File: src/hdl/swat_pkg.sv
`timescale 1ns / 1ps
// ----------------------------------------------------------------------------
// swat_pkg
// Shared widths, limits and event codes of the sender ack window tracker.
// ----------------------------------------------------------------------------
package swat_pkg;

  // field widths
  localparam int SEQ_W = 31;
  localparam int WIN_W = 13;
  localparam int REL_W = 13;
  localparam int KIND_W = 2;

  // window limits
  localparam logic [WIN_W-1:0] MAX_WINDOW = WIN_W'(4096);
  localparam logic [WIN_W-1:0] MIN_WINDOW = WIN_W'(1);
  localparam logic [WIN_W-1:0] WINDOW_RESET = WIN_W'(4);
  localparam logic [WIN_W-1:0] THRESH_RESET = WIN_W'(16);
  localparam logic [REL_W-1:0] REL_MAX = REL_W'(8191);

  // event codes of a result
  localparam logic [KIND_W-1:0] EV_IN_ORDER = 2'd0;
  localparam logic [KIND_W-1:0] EV_OUT_OF_ORDER = 2'd1;
  localparam logic [KIND_W-1:0] EV_OLD = 2'd2;
  localparam logic [KIND_W-1:0] EV_TIMEOUT = 2'd3;

  // configuration register indexes
  localparam logic CFG_GROWTH = 1'b0;
  localparam logic CFG_DECLINE = 1'b1;

endpackage

File: src/hdl/swat_mod.sv
`timescale 1ns / 1ps
// ----------------------------------------------------------------------------
// swat_mod
// Sequence number modulo window size by reciprocal multiplication, one
// multiply, one back-multiply and one subtract-and-correct step in turn.
// ----------------------------------------------------------------------------
module swat_mod
  import swat_pkg::*;
#(
  parameter int WINDOW = 4096
) (
  input  logic                      clk,
  input  logic                      rst,
  input  logic                      start,
  input  logic [SEQ_W-1:0]          value,
  output logic                      done,
  output logic [$clog2(WINDOW)-1:0] rem
);

  localparam int SW = $clog2(WINDOW);
  localparam int SHIFT = SEQ_W + SW;
  localparam int RCP_W = SEQ_W + 1;
  localparam int PROD_W = SEQ_W + RCP_W;
  localparam logic [63:0] RCP_FULL = (64'd1 << SHIFT) / 64'(WINDOW);
  localparam logic [RCP_W-1:0] RECIP = RCP_FULL[RCP_W-1:0];
  localparam logic [SEQ_W-1:0] DIVISOR = SEQ_W'(WINDOW);
  localparam logic [SW:0] MODULUS = (SW + 1)'(WINDOW);

  logic              stage1;
  logic              stage2;
  logic              stage3;
  logic [SEQ_W-1:0]  val;
  logic [PROD_W-1:0] prod;
  logic [SEQ_W-1:0]  quot;
  logic [SEQ_W-1:0]  qmul;
  logic [SEQ_W-1:0]  diff;
  logic [SW:0]       part;
  logic [SW:0]       part_red;

  // quotient estimate is exact or one short, so one correction suffices
  assign quot     = SEQ_W'(prod >> SHIFT);
  assign diff     = val - qmul;
  assign part     = diff[SW:0];
  assign part_red = part - MODULUS;

  // step tracking
  always_ff @(posedge clk) begin
    if (rst) begin
      stage1 <= 1'b0;
      stage2 <= 1'b0;
      stage3 <= 1'b0;
      done   <= 1'b0;
    end else begin
      stage1 <= start;
      stage2 <= stage1;
      stage3 <= stage2;
      done   <= stage3;
    end
  end

  // datapath
  always_ff @(posedge clk) begin
    if (start) begin
      val <= value;
    end
    prod <= PROD_W'(val) * PROD_W'(RECIP);
    qmul <= quot * DIVISOR;
    rem  <= (part >= MODULUS) ? part_red[SW-1:0] : part[SW-1:0];
  end

endmodule
File: config.mk
export PLATFORM = sky130hd
export DESIGN_NAME = swat_mod
export DESIGN_NICKNAME = d
export VERILOG_FILES = /design/src/hdl/swat_pkg.sv /design/src/hdl/swat_mod.sv
export SDC_FILE = /design/constraint.sdc
export NUM_CORES = 1
export LEC_CHECK = 0
export ABC_CLOCK_PERIOD_IN_PS = 800
export BUFFER_PORTS_ARGS = -buffer_cell sky130_fd_sc_hd__buf_2
export CORE_MARGIN = 1
export CORE_UTILIZATION = 38
export CTS_CLUSTER_SIZE = 10
export DETAILED_ROUTE_END_ITERATION = 8
export PLACE_DENSITY_LB_ADDON = 0.12
export SYNTH_ARGS = -nofsm -noshare
export SYNTH_HDL_FRONTEND = slang
export SYNTH_SLANG_ARGS = --single-unit
File: constraint.sdc
create_clock -name clk -period 0.8 [get_ports clk]
set_input_delay 0.08 -clock clk [delete_from_list [all_inputs] [get_ports clk]]
set_output_delay 0.08 -clock clk [all_outputs]
set_load 0.02 [all_outputs]
## After elaboration in Yosys (flattened, before gate mapping)

Cells that the tools add are included.

- Output and inout port bits: 13
- ROM bits: 0
- Register bits after elaboration: 43
- Input bits: 34
- Memories kept: 0
- Bits in writable memories: 0
- Word-level logic and storage cells: 12
- Latch bits: 0

- $add $sub $neg: 2
- Div/mod/pow operators: 0
- Multiply operators: 0
- Reduce and logical (&&, ||, !) cells: 0
- Muxes and demuxes: 1
- Equal/unequal tests: 0
- Magnitude comparators: 1
- Shift-type cells: 0
- Bitwise operators: 0

Operators by type and width:

| operator | number |
|---|---|
| >= comparator 13 bit (second input constant) | 1 |
| subtractor 13 bit | 1 |
| 2-to-1 mux 12 bit | 1 |
| subtractor 12 x 1 -> 12 bit (second input constant) | 1 |

## Depth between registers and ports, before layout

- Word-level depth: 3
- Depth in mapped cells: 1
- Depth with buffers taken out: 1

## Least setup slack after synthesis

No wires, ideal clock.

- Kind: flip-flop to flip-flop
- Start point: register stage3
- End point: register done
- Slack: 0.310 ns
- Library setup time: 0.114 ns
- Period minus slack after synthesis: 0.490 ns
- Path buffers: 0
- Stages on the path, launching flop included: 2
- Arrival time: 0.376 ns
- Required time: 0.686 ns
- Cells stage by stage: dfxtp_1 > nor2b_1

RTL lines:

| element | line | text |
|---|---|---|
| start, declared | swat_mod.sv:31 | `logic stage3;` |
| start signal, assigned | swat_mod.sv:56 | `stage3 <= stage2;` |
| end signal, assigned | swat_mod.sv:57 | `done <= stage3;` |
| end, declared | swat_mod.sv:16 | `output logic done,` |

No word-level cell between the ends.

## Final worst setup path

- Start point: register rem[6]
- End point: output port rem[6]

RTL lines:

| element | line | text |
|---|---|---|
| start, declared | swat_mod.sv:17 | `output logic [$clog2(WINDOW)-1:0] rem` |
| start signal, assigned | swat_mod.sv:68 | `rem <= (part >= MODULUS) ? part_red[SW-1:0] : part[SW-1:0];` |

No word-level cell between the ends.

==> out/qor.csv <==
metric;value;unit
fin. max-slew vios;0;
Initial Utilization;40.9;%
worst min path class;input pin to register;
Worst-Margin Slew;0.296;ns
RSZ-0062 raised after global routing;true;
reg2reg path depth;1;
worst r2r dst;stage3;
min-delay src;start;
Worst setup SP type;register;
drt total wl;1.00;mm
Hold Path Sink;val[2];
CORE AREA;1730;sq um
I/O pins;47;
layout overhead on the synthesized area;59.0;%
Pleak;0.463;nW
post-CTS setup buffer count;0;
clk sinks;28;
port bufs;27;
final hold vios;0;
clock root buffer;clkbuf_4;
first-pass GRT wire length;1.42;mm
Synth Area in XOR/XNOR;0;%
syn nets;66;
share of post-route cells with drive strength above 1;57.3;%
Starting DRT DRC Count;2;
CP delay by family, top;flip-flops;
GR Layer Usage met3;3.60;%
# DRC;0;
row count;15;
RePlAce Congestion;0.547;
Cells after Synth;32;
hold depth;1;
grt peak-use layer;met2;
CTS tree;yes;
adder-cell area share of the yosys netlist;0;%
Via Count;394;
clock latency on the worst-skew pair;0.31;ns
outcome;complete, but fails checks;
Crit Path Class;register to primary output;
Nets;111;
post-synthesis mux area share;0;%
commonest non-fill, non-tap cell in the layout;buf_2;
CTS Buf Count;3;
chip height;45.1;um
Worst Setup End Kind;primary output;
synthesis warning total;0;
M1 GR Usage;10.9;%
drt via density;3.94;
setup violators final;13;
via count of the first global-routing pass;360;
Post-Synthesis Cell Area;706;sq um
router iterations before antenna repair;3;
Critical Path Fanout Max;1;
Period minus WS final;0.855;ns
Critical-path top delay cell;dfxtp_2;
Arrival @ worst endpoint;0.77;ns
Synth Area per Inst;22.1;sq um
largest net degree at the start of global routing;15;
worst hold slack;0.163;ns
critical-path cell list;buf_6;
H-tree levels;1;
worst vdd ir;1180;uV
TNS Setup;-0.577;ns
failing checks;setup timing;
GRT Resource Usage Total;10.8;%
sequential fraction of the synthesis area;96.5;%
Fmax;1170;MHz
post-route ant nets;0;
Yosys reg bits;28;
area fraction in compound gates after synthesis;0;%
reg-to-reg slack, setup;0.28;ns
Die X;45.1;um
Synth Area in Simple Gates;3.55;%
diodes inserted;0;
Worst path max stage delay;0.35;ns
Worst-path clk slew;0.13;ns
CTS max path bufs;2;
Setup Skew;0.00391;ns
Slew HR;80.3;%
power density cells;2160;nW/um^2
post-route clock period utilization;107;%
post-synth cell types;3;
WP data required;0.72;ns
antenna violations before repair;0;
total gr overflow;0;
met2 Use GR;18.6;%
largest family of logic cells by synthesized area;simple AND/OR/NAND/NOR gates;
r2r startpoint;stage2;
Max Cap Viol;0;
DIE AREA;2030;sq um
worst path bufs/invs;1;
commonest non-fill, non-tap cells in the layout;14 x buf_2, 13 x dfxtp_2, 13 x dlygate4sd3_1, 13 x buf_6, 12 x edfxtp_1;
routed len/inst;10.0;um
Final WS setup;-0.0546;ns
-- state kept, by name, summed over array words and instances (netlist names) --
signal / flops
rem: 12
val: 12
stage3: 1
stage2: 1
stage1: 1
done: 1
-- per-stage QoR --
step | std cells | utilization, % | worst slack, ns | cell area (sq um) | total power, mW
after floorplan | 32 | - | 0.310 | 706 | 1.72
after global placement | 84 | 50.5 | 0.125 | 872 | 1.81
after detailed placement | 84 | 50.5 | 0.111 | 872 | 1.81
after CTS | 100 | 65.0 | -0.0727 | 1120 | 2.47
after global routing | 100 | 65.0 | -0.103 | 1120 | 2.55
final | 100 | 65.0 | -0.0546 | 1120 | 2.43
-- cell usage after synthesis (all sizes together) --
cell,instances,area (sq um)
dfxtp,16,320
edfxtp,12,360
nor2b,4,25.0
-- layout make-up --
type	count	area, sq um
Sequential cell	28	697
Fill cell	133	604
Timing Repair Buffer	40	347
Tap cell	25	31.3
Multi-Input combinational cell	4	25.0
Clock buffer	3	22.5
-- what timing repair did --
action / CTS / global route
endpoints found under the setup margin: 13 / 13
hold buffers: 13 / 0
resized for setup: 39 / 0
endpoints found under the hold margin: 16 / 0
-- worst max path at each step --
stage	startpoint	endpoint	slack, ns	cells after the start
global placement	start	val[7]	0.13	1
detailed placement	start	val[7]	0.11	1
floorplan	stage3	done	0.31	1
finish	rem[6]	rem[6]	-0.05	1
CTS	rem[3]	rem[3]	-0.07	1
global route	rem[7]	rem[7]	-0.10	1
-- kinds of logic (layout without fill, tap and decap cells) --
family	count (synthesis)	in the layout
buffers and inverters	0	43
DFF	28	28
and+or+nand+nor	4	4
-- metal layers --
layer  part of all wire, %  wire length, um
met1                    39              394
met2                    57              570
met3                   3.8               38
met4                     0                0
met5                     0                0
-- where the power goes --
part / switching (mW) / internal [mW] / total [mW]
Sequential: 0.0315 / 1.61 / 1.64
Clock: 0.350 / 0.176 / 0.525
Combinational: 0.109 / 0.157 / 0.266
Total: 0.490 / 1.94 / 2.43
(Power assumes the default switching activity.)
